## config.mk

```make
export PLATFORM = sky130hd
export DESIGN_NAME = halton_point_generator_flat
export DESIGN_NICKNAME = d
export VERILOG_FILES = /design/src/rtl/hpg_pkg.sv /design/src/rtl/hpg_if.sv /design/src/rtl/halton_point_generator.sv /design/src/flat_wrapper.sv
export SDC_FILE = /design/constraint.sdc
export NUM_CORES = 2
export LEC_CHECK = 0
export ABC_AREA = 1
export BUFFER_PORTS_ARGS = -buffer_cell sky130_fd_sc_hd__buf_2
export CAP_MARGIN = 20
export CORE_ASPECT_RATIO = 0.5
export CORE_MARGIN = 10
export CORE_UTILIZATION = 61
export CTS_CLUSTER_DIAMETER = 60
export DETAILED_ROUTE_END_ITERATION = 10
export PLACE_DENSITY = 0.77
export SKIP_CTS_REPAIR_TIMING = 1
export SYNTH_ARGS = -nofsm -noshare
export SYNTH_HDL_FRONTEND = slang
export SYNTH_SLANG_ARGS = --single-unit
export TNS_END_PERCENT = 30
```

## constraint.sdc

```tcl
create_clock -name i_clk -period 23.3 [get_ports i_clk]
set_clock_uncertainty 0.2 [all_clocks]
set_input_delay 1.165 -clock i_clk [delete_from_list [all_inputs] [get_ports i_clk]]
set_output_delay 1.165 -clock i_clk [all_outputs]
set_load 0.01 [all_outputs]
```

## src/rtl/hpg_pkg.sv

```systemverilog
// types, constants and prime tables shared by the halton point generator
`timescale 1ns / 1ps
`default_nettype none
package hpg_pkg;

    localparam int SAMPLE_W   = 32;
    localparam int COORD_W    = 32;
    localparam int DIM_W      = 3;
    localparam int DIMS_W     = 4;
    localparam int OFF_W      = 5;
    localparam int CFG_IDX_W  = 2;
    localparam int CFG_DATA_W = 5;
    localparam int PRIME_W    = 9;
    localparam int ROM_AW     = 6;
    localparam int ROM_DEPTH  = 64;
    localparam int FRAC_W     = COORD_W + PRIME_W;
    localparam int RAW_W      = PRIME_W + 1;
    localparam int BITS_W     = 5;

    localparam logic [CFG_IDX_W-1:0] CFG_DIMENSIONS    = 2'd0;
    localparam logic [CFG_IDX_W-1:0] CFG_FIRST_OFFSET  = 2'd1;
    localparam logic [CFG_IDX_W-1:0] CFG_SECOND_OFFSET = 2'd2;

    typedef logic [3:0] t_op;
    typedef logic [2:0] t_cond;
    typedef logic [3:0] t_step;

    typedef struct packed {
        t_op   op;
        t_cond cond;
        t_step jt;
        t_step jf;
    } t_uop;

    localparam t_op OP_NOP    = 4'd0;
    localparam t_op OP_ACCEPT = 4'd1;
    localparam t_op OP_LOAD   = 4'd2;
    localparam t_op OP_FRINIT = 4'd3;
    localparam t_op OP_MUL    = 4'd4;
    localparam t_op OP_REM    = 4'd5;
    localparam t_op OP_FIX    = 4'd6;
    localparam t_op OP_ACC    = 4'd7;
    localparam t_op OP_DIV    = 4'd8;
    localparam t_op OP_EMIT   = 4'd9;
    localparam t_op OP_NEXT   = 4'd10;

    localparam t_cond C_ALWAYS    = 3'd0;
    localparam t_cond C_IN_REQ    = 3'd1;
    localparam t_cond C_N_ZERO    = 3'd2;
    localparam t_cond C_BITS_DONE = 3'd3;
    localparam t_cond C_OUT_FREE  = 3'd4;
    localparam t_cond C_LAST      = 3'd5;

    localparam t_step S_IDLE = 4'd0;
    localparam t_step S_LOAD = 4'd1;
    localparam t_step S_TEST = 4'd2;
    localparam t_step S_MUL  = 4'd3;
    localparam t_step S_REM  = 4'd4;
    localparam t_step S_FIX  = 4'd5;
    localparam t_step S_ACC  = 4'd6;
    localparam t_step S_FRAC = 4'd7;
    localparam t_step S_EMIT = 4'd8;
    localparam t_step S_NEXT = 4'd9;

    localparam logic [PRIME_W-1:0] PRIME_ROM [ROM_DEPTH] = '{
        9'd2,   9'd3,   9'd5,   9'd7,   9'd11,  9'd13,  9'd17,  9'd19,
        9'd23,  9'd29,  9'd31,  9'd37,  9'd41,  9'd43,  9'd47,  9'd53,
        9'd59,  9'd61,  9'd67,  9'd71,  9'd73,  9'd79,  9'd83,  9'd89,
        9'd97,  9'd101, 9'd103, 9'd107, 9'd109, 9'd113, 9'd127, 9'd131,
        9'd137, 9'd139, 9'd149, 9'd151, 9'd157, 9'd163, 9'd167, 9'd173,
        9'd179, 9'd181, 9'd191, 9'd193, 9'd197, 9'd199, 9'd211, 9'd223,
        9'd227, 9'd229, 9'd233, 9'd239, 9'd241, 9'd251, 9'd257, 9'd263,
        9'd269, 9'd271, 9'd277, 9'd281, 9'd283, 9'd293, 9'd307, 9'd311
    };

    localparam logic [COORD_W:0] TWO_32 = 33'h1_0000_0000;

    // floor(2^32 / p), quotient estimate never above the true quotient
    localparam logic [COORD_W-1:0] RECIP_ROM [ROM_DEPTH] = '{
        32'(TWO_32 / PRIME_ROM[0]),  32'(TWO_32 / PRIME_ROM[1]),
        32'(TWO_32 / PRIME_ROM[2]),  32'(TWO_32 / PRIME_ROM[3]),
        32'(TWO_32 / PRIME_ROM[4]),  32'(TWO_32 / PRIME_ROM[5]),
        32'(TWO_32 / PRIME_ROM[6]),  32'(TWO_32 / PRIME_ROM[7]),
        32'(TWO_32 / PRIME_ROM[8]),  32'(TWO_32 / PRIME_ROM[9]),
        32'(TWO_32 / PRIME_ROM[10]), 32'(TWO_32 / PRIME_ROM[11]),
        32'(TWO_32 / PRIME_ROM[12]), 32'(TWO_32 / PRIME_ROM[13]),
        32'(TWO_32 / PRIME_ROM[14]), 32'(TWO_32 / PRIME_ROM[15]),
        32'(TWO_32 / PRIME_ROM[16]), 32'(TWO_32 / PRIME_ROM[17]),
        32'(TWO_32 / PRIME_ROM[18]), 32'(TWO_32 / PRIME_ROM[19]),
        32'(TWO_32 / PRIME_ROM[20]), 32'(TWO_32 / PRIME_ROM[21]),
        32'(TWO_32 / PRIME_ROM[22]), 32'(TWO_32 / PRIME_ROM[23]),
        32'(TWO_32 / PRIME_ROM[24]), 32'(TWO_32 / PRIME_ROM[25]),
        32'(TWO_32 / PRIME_ROM[26]), 32'(TWO_32 / PRIME_ROM[27]),
        32'(TWO_32 / PRIME_ROM[28]), 32'(TWO_32 / PRIME_ROM[29]),
        32'(TWO_32 / PRIME_ROM[30]), 32'(TWO_32 / PRIME_ROM[31]),
        32'(TWO_32 / PRIME_ROM[32]), 32'(TWO_32 / PRIME_ROM[33]),
        32'(TWO_32 / PRIME_ROM[34]), 32'(TWO_32 / PRIME_ROM[35]),
        32'(TWO_32 / PRIME_ROM[36]), 32'(TWO_32 / PRIME_ROM[37]),
        32'(TWO_32 / PRIME_ROM[38]), 32'(TWO_32 / PRIME_ROM[39]),
        32'(TWO_32 / PRIME_ROM[40]), 32'(TWO_32 / PRIME_ROM[41]),
        32'(TWO_32 / PRIME_ROM[42]), 32'(TWO_32 / PRIME_ROM[43]),
        32'(TWO_32 / PRIME_ROM[44]), 32'(TWO_32 / PRIME_ROM[45]),
        32'(TWO_32 / PRIME_ROM[46]), 32'(TWO_32 / PRIME_ROM[47]),
        32'(TWO_32 / PRIME_ROM[48]), 32'(TWO_32 / PRIME_ROM[49]),
        32'(TWO_32 / PRIME_ROM[50]), 32'(TWO_32 / PRIME_ROM[51]),
        32'(TWO_32 / PRIME_ROM[52]), 32'(TWO_32 / PRIME_ROM[53]),
        32'(TWO_32 / PRIME_ROM[54]), 32'(TWO_32 / PRIME_ROM[55]),
        32'(TWO_32 / PRIME_ROM[56]), 32'(TWO_32 / PRIME_ROM[57]),
        32'(TWO_32 / PRIME_ROM[58]), 32'(TWO_32 / PRIME_ROM[59]),
        32'(TWO_32 / PRIME_ROM[60]), 32'(TWO_32 / PRIME_ROM[61]),
        32'(TWO_32 / PRIME_ROM[62]), 32'(TWO_32 / PRIME_ROM[63])
    };

endpackage
`default_nettype wire

```

## src/rtl/hpg_if.sv

```systemverilog
// request channel interfaces: sample input, point output, register writes
`timescale 1ns / 1ps
`default_nettype none
interface hpg_sample_if;
    import hpg_pkg::*;
    logic                valid;
    logic                ready;
    logic [SAMPLE_W-1:0] sample_index;
    logic                mode;

    modport source (output valid, output sample_index, output mode, input ready);
    modport sink   (input valid, input sample_index, input mode, output ready);
endinterface

interface hpg_point_if;
    import hpg_pkg::*;
    logic               valid;
    logic               ready;
    logic [DIM_W-1:0]   dim_index;
    logic [COORD_W-1:0] coordinate;
    logic               last;

    modport source (output valid, output dim_index, output coordinate, output last,
                    input ready);
    modport sink   (input valid, input dim_index, input coordinate, input last,
                    output ready);
endinterface

interface hpg_cfg_if;
    import hpg_pkg::*;
    logic                  valid;
    logic                  ready;
    logic [CFG_IDX_W-1:0]  index;
    logic [CFG_DATA_W-1:0] data;

    modport source (output valid, output index, output data, input ready);
    modport sink   (input valid, input index, input data, output ready);
endinterface
`default_nettype wire

```

## src/rtl/halton_point_generator.sv

```systemverilog
// halton point generator: microcoded radical inverse sequencer
`timescale 1ns / 1ps
`default_nettype none
// Each sample request yields one coordinate per active dimension k, the radical
// inverse of the index in prime (offset + k) as a truncated 0.32 fraction, with last
// set on the final one. A small control program steps one shared datapath: per
// dimension a load step, then for each of the m base-p digits of the index a test,
// a reciprocal multiply, a remainder, a correction and an accumulate step, one final
// test, restoring long division to 32 quotient bits, an emit step and a next step
// (m = 0 for index 0, up to 32 in base 2). A sample takes an accept step plus the
// steps of its dimensions; a stalled output holds the emit step. The next request is
// taken once the last coordinate is in the output register and the next step is done.
module halton_point_generator #(
    parameter int MAX_DIMS    = 8,
    parameter int PRIME_COUNT = 32
) (
    input  wire          i_clk,
    input  wire          i_rst_n,
    hpg_cfg_if.sink      i_cfg,
    hpg_sample_if.sink   i_sample,
    hpg_point_if.source  o_point
);
    import hpg_pkg::*;

    localparam int K_W = (MAX_DIMS > 1) ? $clog2(MAX_DIMS) : 1;
    localparam int PRIME_LAST = ((PRIME_COUNT > ROM_DEPTH) ? ROM_DEPTH : PRIME_COUNT) - 1;
    localparam logic [ROM_AW-1:0] PRIME_TOP = ROM_AW'(PRIME_LAST);
    localparam logic [DIMS_W:0]   MAX_D     = (DIMS_W + 1)'(MAX_DIMS);

    localparam t_uop UCODE [16] = '{
        '{OP_ACCEPT, C_IN_REQ,    S_LOAD, S_IDLE},
        '{OP_LOAD,   C_ALWAYS,    S_TEST, S_TEST},
        '{OP_FRINIT, C_N_ZERO,    S_FRAC, S_MUL},
        '{OP_MUL,    C_ALWAYS,    S_REM,  S_REM},
        '{OP_REM,    C_ALWAYS,    S_FIX,  S_FIX},
        '{OP_FIX,    C_ALWAYS,    S_ACC,  S_ACC},
        '{OP_ACC,    C_ALWAYS,    S_TEST, S_TEST},
        '{OP_DIV,    C_BITS_DONE, S_EMIT, S_FRAC},
        '{OP_EMIT,   C_OUT_FREE,  S_NEXT, S_EMIT},
        '{OP_NEXT,   C_LAST,      S_IDLE, S_LOAD},
        '{OP_NOP,    C_ALWAYS,    S_IDLE, S_IDLE},
        '{OP_NOP,    C_ALWAYS,    S_IDLE, S_IDLE},
        '{OP_NOP,    C_ALWAYS,    S_IDLE, S_IDLE},
        '{OP_NOP,    C_ALWAYS,    S_IDLE, S_IDLE},
        '{OP_NOP,    C_ALWAYS,    S_IDLE, S_IDLE},
        '{OP_NOP,    C_ALWAYS,    S_IDLE, S_IDLE}
    };

    logic [3:0]            r_upc,   n_upc;
    logic [SAMPLE_W-1:0]   r_idx,   n_idx;
    logic [OFF_W-1:0]      r_off,   n_off;
    logic [K_W-1:0]        r_k,     n_k;
    logic [PRIME_W-1:0]    r_base,  n_base;
    logic [COORD_W-1:0]    r_recip, n_recip;
    logic [SAMPLE_W-1:0]   r_n,     n_n;
    logic [2*COORD_W-1:0]  r_prod,  n_prod;
    logic [COORD_W-1:0]    r_q,     n_q;
    logic [RAW_W-1:0]      r_rraw,  n_rraw;
    logic [PRIME_W-1:0]    r_digit, n_digit;
    logic [FRAC_W-1:0]     r_rev,   n_rev;
    logic [FRAC_W-1:0]     r_den,   n_den;
    logic [FRAC_W-1:0]     r_rem,   n_rem;
    logic [BITS_W-1:0]     r_bits,  n_bits;
    logic                  r_out_valid, n_out_valid;
    logic [DIM_W-1:0]      r_out_dim,   n_out_dim;
    logic [COORD_W-1:0]    r_out_coord, n_out_coord;
    logic                  r_out_last,  n_out_last;
    logic [DIMS_W-1:0]     r_dims;
    logic [OFF_W-1:0]      r_off0;
    logic [OFF_W-1:0]      r_off1;

    t_uop                  w_uop;
    logic                  w_cond;
    logic                  w_out_free;
    logic [DIMS_W:0]       w_dims_eff;
    logic                  w_last;
    logic [ROM_AW-1:0]     w_pidx;
    logic [ROM_AW-1:0]     w_psel;
    logic [FRAC_W-1:0]     w_qp;
    logic [FRAC_W:0]       w_sh;
    logic                  w_ge;

    assign w_uop      = UCODE[r_upc];
    assign w_out_free = !r_out_valid || o_point.ready;

    assign i_cfg.ready    = 1'b1;
    assign i_sample.ready = (w_uop.op == OP_ACCEPT);

    assign o_point.valid      = r_out_valid;
    assign o_point.dim_index  = r_out_dim;
    assign o_point.coordinate = r_out_coord;
    assign o_point.last       = r_out_last;

    always_comb begin
        if (r_dims == '0) begin
            w_dims_eff = (DIMS_W + 1)'(1);
        end else if ({1'b0, r_dims} > MAX_D) begin
            w_dims_eff = MAX_D;
        end else begin
            w_dims_eff = {1'b0, r_dims};
        end
    end

    assign w_last = ((DIMS_W + 1)'(r_k) + (DIMS_W + 1)'(1)) == w_dims_eff;
    assign w_pidx = ROM_AW'(r_off) + ROM_AW'(r_k);
    assign w_psel = (w_pidx > PRIME_TOP) ? PRIME_TOP : w_pidx;
    assign w_qp   = {{PRIME_W{1'b0}}, r_prod[2*COORD_W-1:COORD_W]}
                    * {{COORD_W{1'b0}}, r_base};
    assign w_sh   = {r_rem, 1'b0};
    assign w_ge   = w_sh >= {1'b0, r_den};

    always_comb begin
        unique case (w_uop.cond)
            C_ALWAYS:    w_cond = 1'b1;
            C_IN_REQ:    w_cond = i_sample.valid;
            C_N_ZERO:    w_cond = (r_n == '0);
            C_BITS_DONE: w_cond = &r_bits;
            C_OUT_FREE:  w_cond = w_out_free;
            C_LAST:      w_cond = w_last;
            default:     w_cond = 1'b1;
        endcase
        n_upc = w_cond ? w_uop.jt : w_uop.jf;
    end

    always_comb begin
        n_idx       = r_idx;
        n_off       = r_off;
        n_k         = r_k;
        n_base      = r_base;
        n_recip     = r_recip;
        n_n         = r_n;
        n_prod      = r_prod;
        n_q         = r_q;
        n_rraw      = r_rraw;
        n_digit     = r_digit;
        n_rev       = r_rev;
        n_den       = r_den;
        n_rem       = r_rem;
        n_bits      = r_bits;
        n_out_valid = r_out_valid && !o_point.ready;
        n_out_dim   = r_out_dim;
        n_out_coord = r_out_coord;
        n_out_last  = r_out_last;
        unique case (w_uop.op)
            OP_ACCEPT: begin
                if (i_sample.valid) begin
                    n_idx = i_sample.sample_index;
                    n_off = i_sample.mode ? r_off1 : r_off0;
                    n_k   = '0;
                end
            end
            OP_LOAD: begin
                n_base  = PRIME_ROM[w_psel];
                n_recip = RECIP_ROM[w_psel];
                n_n     = r_idx;
                n_rev   = '0;
                n_den   = FRAC_W'(1);
            end
            OP_FRINIT: begin
                n_rem  = r_rev;
                n_bits = '0;
                n_q    = '0;
            end
            OP_MUL: begin
                n_prod = {{COORD_W{1'b0}}, r_n} * {{SAMPLE_W{1'b0}}, r_recip};
            end
            OP_REM: begin
                n_q    = r_prod[2*COORD_W-1:COORD_W];
                n_rraw = RAW_W'({{PRIME_W{1'b0}}, r_n} - w_qp);
            end
            OP_FIX: begin
                // estimate may be one short of the true quotient
                if (r_rraw >= {1'b0, r_base}) begin
                    n_digit = PRIME_W'(r_rraw - {1'b0, r_base});
                    n_n     = r_q + COORD_W'(1);
                end else begin
                    n_digit = r_rraw[PRIME_W-1:0];
                    n_n     = r_q;
                end
            end
            OP_ACC: begin
                n_rev = FRAC_W'(r_rev * r_base) + FRAC_W'(r_digit);
                n_den = FRAC_W'(r_den * r_base);
            end
            OP_DIV: begin
                n_rem  = w_ge ? FRAC_W'(w_sh - {1'b0, r_den}) : w_sh[FRAC_W-1:0];
                n_q    = {r_q[COORD_W-2:0], w_ge};
                n_bits = r_bits + BITS_W'(1);
            end
            OP_EMIT: begin
                if (w_out_free) begin
                    n_out_valid = 1'b1;
                    n_out_dim   = DIM_W'(r_k);
                    n_out_coord = r_q;
                    n_out_last  = w_last;
                end
            end
            OP_NEXT: begin
                n_k = r_k + K_W'(1);
            end
            default: begin
            end
        endcase
    end

    always_ff @(posedge i_clk) begin
        if (!i_rst_n) begin
            r_upc       <= S_IDLE;
            r_out_valid <= 1'b0;
            r_k         <= '0;
        end else begin
            r_upc       <= n_upc;
            r_out_valid <= n_out_valid;
            r_k         <= n_k;
        end
    end

    always_ff @(posedge i_clk) begin
        r_idx       <= n_idx;
        r_off       <= n_off;
        r_base      <= n_base;
        r_recip     <= n_recip;
        r_n         <= n_n;
        r_prod      <= n_prod;
        r_q         <= n_q;
        r_rraw      <= n_rraw;
        r_digit     <= n_digit;
        r_rev       <= n_rev;
        r_den       <= n_den;
        r_rem       <= n_rem;
        r_bits      <= n_bits;
        r_out_dim   <= n_out_dim;
        r_out_coord <= n_out_coord;
        r_out_last  <= n_out_last;
    end

    always_ff @(posedge i_clk) begin
        if (!i_rst_n) begin
            r_dims <= DIMS_W'(1);
            r_off0 <= OFF_W'(0);
            r_off1 <= OFF_W'(8);
        end else if (i_cfg.valid) begin
            unique case (i_cfg.index)
                CFG_DIMENSIONS:    r_dims <= i_cfg.data[DIMS_W-1:0];
                CFG_FIRST_OFFSET:  r_off0 <= i_cfg.data[OFF_W-1:0];
                CFG_SECOND_OFFSET: r_off1 <= i_cfg.data[OFF_W-1:0];
                default: begin
                end
            endcase
        end
    end

endmodule
`default_nettype wire

```

## src/flat_wrapper.sv

```systemverilog
// flat-port wrapper written by rule: the top's interface ports become plain ports
module halton_point_generator_flat import hpg_pkg::*;
#(
    parameter int MAX_DIMS    = 8,
    parameter int PRIME_COUNT = 32
)
  (i_clk, i_rst_n, i_cfg_valid, i_cfg_index, i_cfg_data, i_cfg_ready, i_sample_valid, i_sample_sample_index, i_sample_mode, i_sample_ready, o_point_valid, o_point_dim_index, o_point_coordinate, o_point_last, o_point_ready);
  hpg_cfg_if i_cfg_i ();
  hpg_sample_if i_sample_i ();
  hpg_point_if o_point_i ();
  input  wire i_clk;
  input  wire i_rst_n;
  input wire logic [$bits(i_cfg_i.valid)-1:0] i_cfg_valid;
  input wire logic [$bits(i_cfg_i.index)-1:0] i_cfg_index;
  input wire logic [$bits(i_cfg_i.data)-1:0] i_cfg_data;
  output wire logic [$bits(i_cfg_i.ready)-1:0] i_cfg_ready;
  input wire logic [$bits(i_sample_i.valid)-1:0] i_sample_valid;
  input wire logic [$bits(i_sample_i.sample_index)-1:0] i_sample_sample_index;
  input wire logic [$bits(i_sample_i.mode)-1:0] i_sample_mode;
  output wire logic [$bits(i_sample_i.ready)-1:0] i_sample_ready;
  output wire logic [$bits(o_point_i.valid)-1:0] o_point_valid;
  output wire logic [$bits(o_point_i.dim_index)-1:0] o_point_dim_index;
  output wire logic [$bits(o_point_i.coordinate)-1:0] o_point_coordinate;
  output wire logic [$bits(o_point_i.last)-1:0] o_point_last;
  input wire logic [$bits(o_point_i.ready)-1:0] o_point_ready;
  assign i_cfg_i.valid = i_cfg_valid;
  assign i_cfg_i.index = i_cfg_index;
  assign i_cfg_i.data = i_cfg_data;
  assign i_cfg_ready = i_cfg_i.ready;
  assign i_sample_i.valid = i_sample_valid;
  assign i_sample_i.sample_index = i_sample_sample_index;
  assign i_sample_i.mode = i_sample_mode;
  assign i_sample_ready = i_sample_i.ready;
  assign o_point_valid = o_point_i.valid;
  assign o_point_dim_index = o_point_i.dim_index;
  assign o_point_coordinate = o_point_i.coordinate;
  assign o_point_last = o_point_i.last;
  assign o_point_i.ready = o_point_ready;
  halton_point_generator #(.MAX_DIMS(MAX_DIMS), .PRIME_COUNT(PRIME_COUNT)) u_core (.i_clk(i_clk), .i_rst_n(i_rst_n), .i_cfg(i_cfg_i), .i_sample(i_sample_i), .o_point(o_point_i));
endmodule
```

---- After elaboration in Yosys (flattened, before gate mapping) ----
Memory sizes are Yosys's and may differ from the RTL's. A register that Yosys moved wholly into a read port is not among the register bits.
Cells that the tools add are included.
operators by class
  add/sub/neg operators ................... 9
  multipliers ............................. 4
  magnitude comparators ................... 5
  eq/ne operators ......................... 19
  multiplexer cells ....................... 21
  bitwise logic cells ..................... 2
  reduce and logical (&&, ||, !) cells .... 19
operators by type and width
  kind                     count
  $pmux W41 S2             3
  $pmux W32 S3             1
  $mul A41 B9 Y41          2
  $mul A32 B32 Y64         1
  $pmux W32 S2             1
  $ge A42 B41 Y1           1
  $add A41 B9 Y41          1
  $mux W41                 1
  $sub A41 B41 Y41         1
  $add A32 B1 Y32 const B  1
  $logic_not A32 Y1        1
  $mul A32 B9 Y10          1
  $mux W32                 1
  $mux W15                 2
  $eq A4 B3 Y1 const B     4
  $eq A4 B4 Y1 const B     3
  $reduce_and A2 Y1        6
  $ge A10 B9 Y1            1
  $mux W5                  2
  $pmux W5 S2              1
  $sub A10 B10 Y10         1
  $mux W9                  1
  $sub A9 B9 Y9            1
  $eq A4 B2 Y1 const B     2
  31 further kinds         39
word-level totals
  register bits after elaboration ......... 370
  bits in read-only memories .............. 2,864
  logic and storage cells ................. 102
  memories kept ........................... 3
memory list
  memory           words  width  rd ports  clocked after memory_dff  wr ports  RTL line                       RTL
  (no name shown)  64     32     1         1                         0         halton_point_generator.sv:154  n_recip = RECIP_ROM[w_psel];
  (no name shown)  64     9      1         1                         0         halton_point_generator.sv:153  n_base = PRIME_ROM[w_psel];
  (no name shown)  16     15     1         0                         0         halton_point_generator.sv:83   assign w_uop = UCODE[r_upc];

---- Longest topological paths before layout ----
  depth in word-level cells ............... 7
  gate-level depth with buffers ........... 33
  gate-level depth less buffers ........... 31

---- Least setup slack after synthesis ----
No wires, ideal clock.
  path kind ............................... reg2reg
  start point ............................. register u_core.r_upc[1]
  end point ............................... register u_core.r_den[0] (enable)
  arrival ................................. 7.108 ns
  path slack .............................. 15.357 ns
  cell stages (with the launch flop) ...... 9
  path buffers ............................ 0
  path through ............................ dfxtp_1 inv_1 ha_1 inv_1 o21ai_2 inv_1 nor2_1 inv_2 o21ai_0
on the way
  cells in the longest elaborated chain, start to end .. 6
RTL lines
  item                                                 RTL line                       RTL
  start: declaration                                   halton_point_generator.sv:49   logic [3:0] r_upc, n_upc;
  start signal: assignment                             halton_point_generator.sv:212  r_upc <= n_upc;
  $not A4 Y5 (not written as such) (*)                 halton_point_generator.sv:83
  $mem_v2 Z16 W15 (*)                                  --
  $mux W15 (not written as such) (*) (2 in series)     halton_point_generator.sv:83
  $eq A4 B2 Y1 / $eq A4 B3 Y1 (equally long branches)  halton_point_generator.sv:144  unique case (w_uop.op)
  $reduce_bool A2 Y1 (no line) (*)                     --
  end signal: assignment                               halton_point_generator.sv:229  r_den <= n_den;
  end: declaration                                     halton_point_generator.sv:61   logic [FRAC_W-1:0] r_den, n_den;
Mark *: on every way between the ends. The rest lies on a longest branch, timed or not. The select of a mux whose other input is x is not followed.
A chain may end at the register's enable or synchronous reset.

---- Final worst setup path ----
  start point ............................. register u_core.r_recip[17]
  end point ............................... register u_core.r_prod[62], data pin
on the way
  cells in the longest elaborated chain, start to end .. 1
RTL lines
  item                    RTL line                       RTL
  start: declaration      halton_point_generator.sv:54   logic [COORD_W-1:0] r_recip, n_recip;
  $mul A32 B32 Y64        halton_point_generator.sv:165  n_prod = {{COORD_W{1'b0}}, r_n} * {{SAMPLE_W{1'b0}}, r_recip};
  end signal: assignment  halton_point_generator.sv:224  r_prod <= n_prod;
  end: declaration        halton_point_generator.sv:56   logic [2*COORD_W-1:0] r_prod, n_prod;
No other way between the ends.

==> flow_metrics.py <==
metrics = {
    "outcome": {
        "status": "finished clean",
    },
    "worst_setup_path": {
        "r2r_slack_ns": 15.37,
        "start_kind": "flop",
        "r2r_start": "u_core.r_recip[17]",
        "reg2reg_depth": 22,
        "cp_max_fo": 19,
        "crit_required_ns": 23.47,
        "crit_type": "reg2reg",
        "arrival_ns": 8.09,
        "critPathCaptureType": "flop",
        "r2r-end": "u_core.r_prod[62]",
    },
    "cells_and_area": {
        "nNetsFinal": 12400,
        "drive_above_1_share": 0.0308,
        "areaGrowthSynthToFinish_pct": 4.01,
    },
    "timing": {
        "tns_ns": 0,
        "rsz0062_at_grt": "no",
        "worst_slew_pin_slew_ns": 1.04,
        "slew_viol_final": 0,
        "final-setup-viol-count": 0,
        "timing.fmax_mhz": 126,
        "hold_viol": 0,
        "slew_headroom": 0.307,
        "period_needed_ns": 7.93,
        "period_share": 0.340,
    },
    "clock_network": {
        "max-clock-path-buffers": 3,
        "numCtsBuffers": 45,
        "cts_tree": "built",
        "ctsHtreeMaxLevel": 2,
        "cts.clk_slew.worst_paths_ns": 0.06,
        "clk_latency_ns": 0.64,
        "cts_sinks": 379,
        "cts-root-buf": "clkbuf_16",
    },
    "logic_synthesis": {
        "yosysWarnings": 0,
        "synth-seq-cells": 379,
        "syn_area_sq_um": 79700,
        "ys_types": 56,
        "postSynthAreaPerCell_sq_um": 7.51,
        "synth.net_count": 12600,
        "yosysSeqAreaShare": 0.140,
        "syn_inst": 10600,
    },
    "floorplanning": {
        "fp.dieW_um": 531,
        "pin_count": 84,
        "die_area_sq_um": 146000,
        "start_util": 0.617,
        "rows": 93,
        "core_sq_um": 129000,
        "die_y_um": 276,
    },
    "place": {
        "port_buffers": 82,
        "gp_congestion": 1.03,
        "dpl.hpwl_mm": 183,
    },
    "routing": {
        "dr.pass1.iters": 6,
        "drcViolationCount": 0,
        "drtIter0Drc": 6059,
        "via_count": 66600,
        "avgViaCountPerCell": 5.46,
        "antenna_left": 0,
        "wl_per_cell_um": 19.4,
        "drt-total-wl_mm": 236,
    },
    "global_routing": {
        "track_usage": 0.328,
        "grt_max_degree": 92,
        "antenna_found_initial": 4,
        "grt_pass1_vias": 70300,
        "overflow": 0,
        "grt_first_pass_wirelength_mm": 379,
    },
    "flow_run": {
        "maxCapViolCount": 0,
    },
    "hold_path": {
        "min_path_type": "reg2reg",
        "min-delay-start": "u_core.r_off0[3]",
        "holdPathEnd": "u_core.r_off0[3]",
        "hold_depth": 2,
    },
}
cell usage in the layout (no fill, tap or decap), types with 41 or more instances in the layout:
| cell | count |
|---|---|
| o21ai_0 | 208 |
| nor3_1 | 52 |
| clkbuf_16 | 45 |
| ha_1 | 500 |
| nand2_1 | 3213 |
| edfxtp_1 | 357 |
| nand4_1 | 48 |
| inv_1 | 2821 |
| buf_4 | 101 |
| a21oi_1 | 286 |
| xnor2_1 | 41 |
| nand3_1 | 254 |
| buf_2 | 82 |
| nor2_1 | 598 |
| fa_1 | 1417 |
| xor2_1 | 72 |
through the flow:
stage,setup WS (ns),std cells,cell area [sq um],utilization,hold slack [ns]
finish,15.37,12200,82900,0.641,0.247
global placement,15.50,12100,81400,0.629,0.234
detailed placement,15.49,12100,81400,0.629,0.239
CTS,15.48,12200,82900,0.641,0.249
floorplan,15.36,10600,79700,-,0.223
global route,14.95,12200,82900,0.641,0.269
worst max path at each step:
stage,start,to,cells after the start
final,u_core.r_recip[17],u_core.r_prod[62],22
after floorplan,u_core.r_upc[1],u_core.r_den[0],8
after global placement,u_core.r_recip[17],u_core.r_prod[62],22
after global routing,u_core.r_n[11],u_core.r_prod[60],27
after detailed placement,u_core.r_recip[17],u_core.r_prod[55],22
after CTS,u_core.r_recip[17],u_core.r_prod[55],22
cells in the mapped netlist (all sizes together):
master / instances / area, sq um
o2111ai: 8 / 70.1
and2: 5 / 31.3
ha: 500 / 6260
and3: 5 / 31.3
o211a: 1 / 10.0
nand2b: 1 / 6.26
nor4: 12 / 75.1
nor3: 54 / 270
nand3b: 15 / 113
a22oi: 2 / 15.0
nor2: 616 / 2370
dfxtp: 22 / 440
xor2: 72 / 631
o311ai: 1 / 8.76
o21a: 16 / 120
a31oi: 16 / 100
a32o: 1 / 10.0
o21ai: 240 / 1210
o221ai: 4 / 35.0
clkinv: 1 / 3.75
xnor2: 41 / 359
edfxtp: 357 / 10700
a21oi: 287 / 1440
nand2: 3219 / 12100
a21o: 22 / 165
buf: 115 / 542
or2: 9 / 56.3
clkbuf: 333 / 1250
o211ai: 14 / 105
a22o: 14 / 123
fa: 1417 / 28400
nand4: 49 / 322
o21bai: 35 / 263
o41ai: 1 / 8.76
conb: 2 / 7.51
inv: 2836 / 10600
a21boi: 5 / 37.5
a31o: 1 / 8.76
nor3b: 3 / 22.5
nand3: 262 / 1350
o31ai: 3 / 22.5
a211oi: 2 / 15.0
critical path, stage by stage, from the launching register on:
cell,delay (ns)
edfxtp_1,0.80
buf_4,0.43
nand2_1,0.13
fa_1,0.56
inv_1,0.06
fa_1,0.53
inv_1,0.05
fa_1,0.49
inv_1,0.05
fa_1,0.55
fa_1,0.43
fa_1,0.52
fa_1,0.44
ha_1,0.32
ha_1,0.41
a21o_1,0.24
a21oi_1,0.15
a21boi_0,0.61
o21ai_0,0.28
a21oi_1,0.22
nand2_1,0.07
nand2_1,0.06
nand2_1,0.05
kinds of logic (layout without fill, tap and decap cells):
kind of cell               Yosys count  in the layout  synth area share
AOI/OAI and AO/OA                  673            673            0.0472
and+or+nand+nor                   4250           4250             0.210
xor gates and xnor gates           113            113            0.0124
buffers and inverters             3285           3105             0.156
DFF                                379            379             0.140
other                                2              4         0.0000942
adders and majority gates         1917           1917             0.434
registers in the layout (all words and copies together) (netlist names), 9 cells and up:
signal	flops
u_core.r_den	41
u_core.o_point.coordinate	32
u_core.r_idx	32
u_core.r_digit	9
u_core.r_rev	41
u_core.r_rem	41
u_core.r_recip	32
u_core.r_n	32
u_core.r_base	9
u_core.r_prod	32
u_core.r_q	32
u_core.r_rraw	10
layer usage:
layer	track usage	up-vias	wire length [um]
li1	-	30400	-
met4	0.141	0	11500
met5	0	-	0
met3	0.0582	695	22200
met2	0.552	3194	111000
met1	0.419	32400	91400
layout make-up:
cell class	count	area, sq um
repair buffers	184	1190
multi-input cells	6955	56200
clock inverters	30	353
clock buffers	54	1200
diodes	2	5.00
flip-flops and latches	379	11200
fillers	11400	46400
well taps	1757	2200
inverters	2837	10600
Power is left out: the tool's default activity adds up to more than one toggle a clock period on the data nets, which glitch-free logic cannot reach.
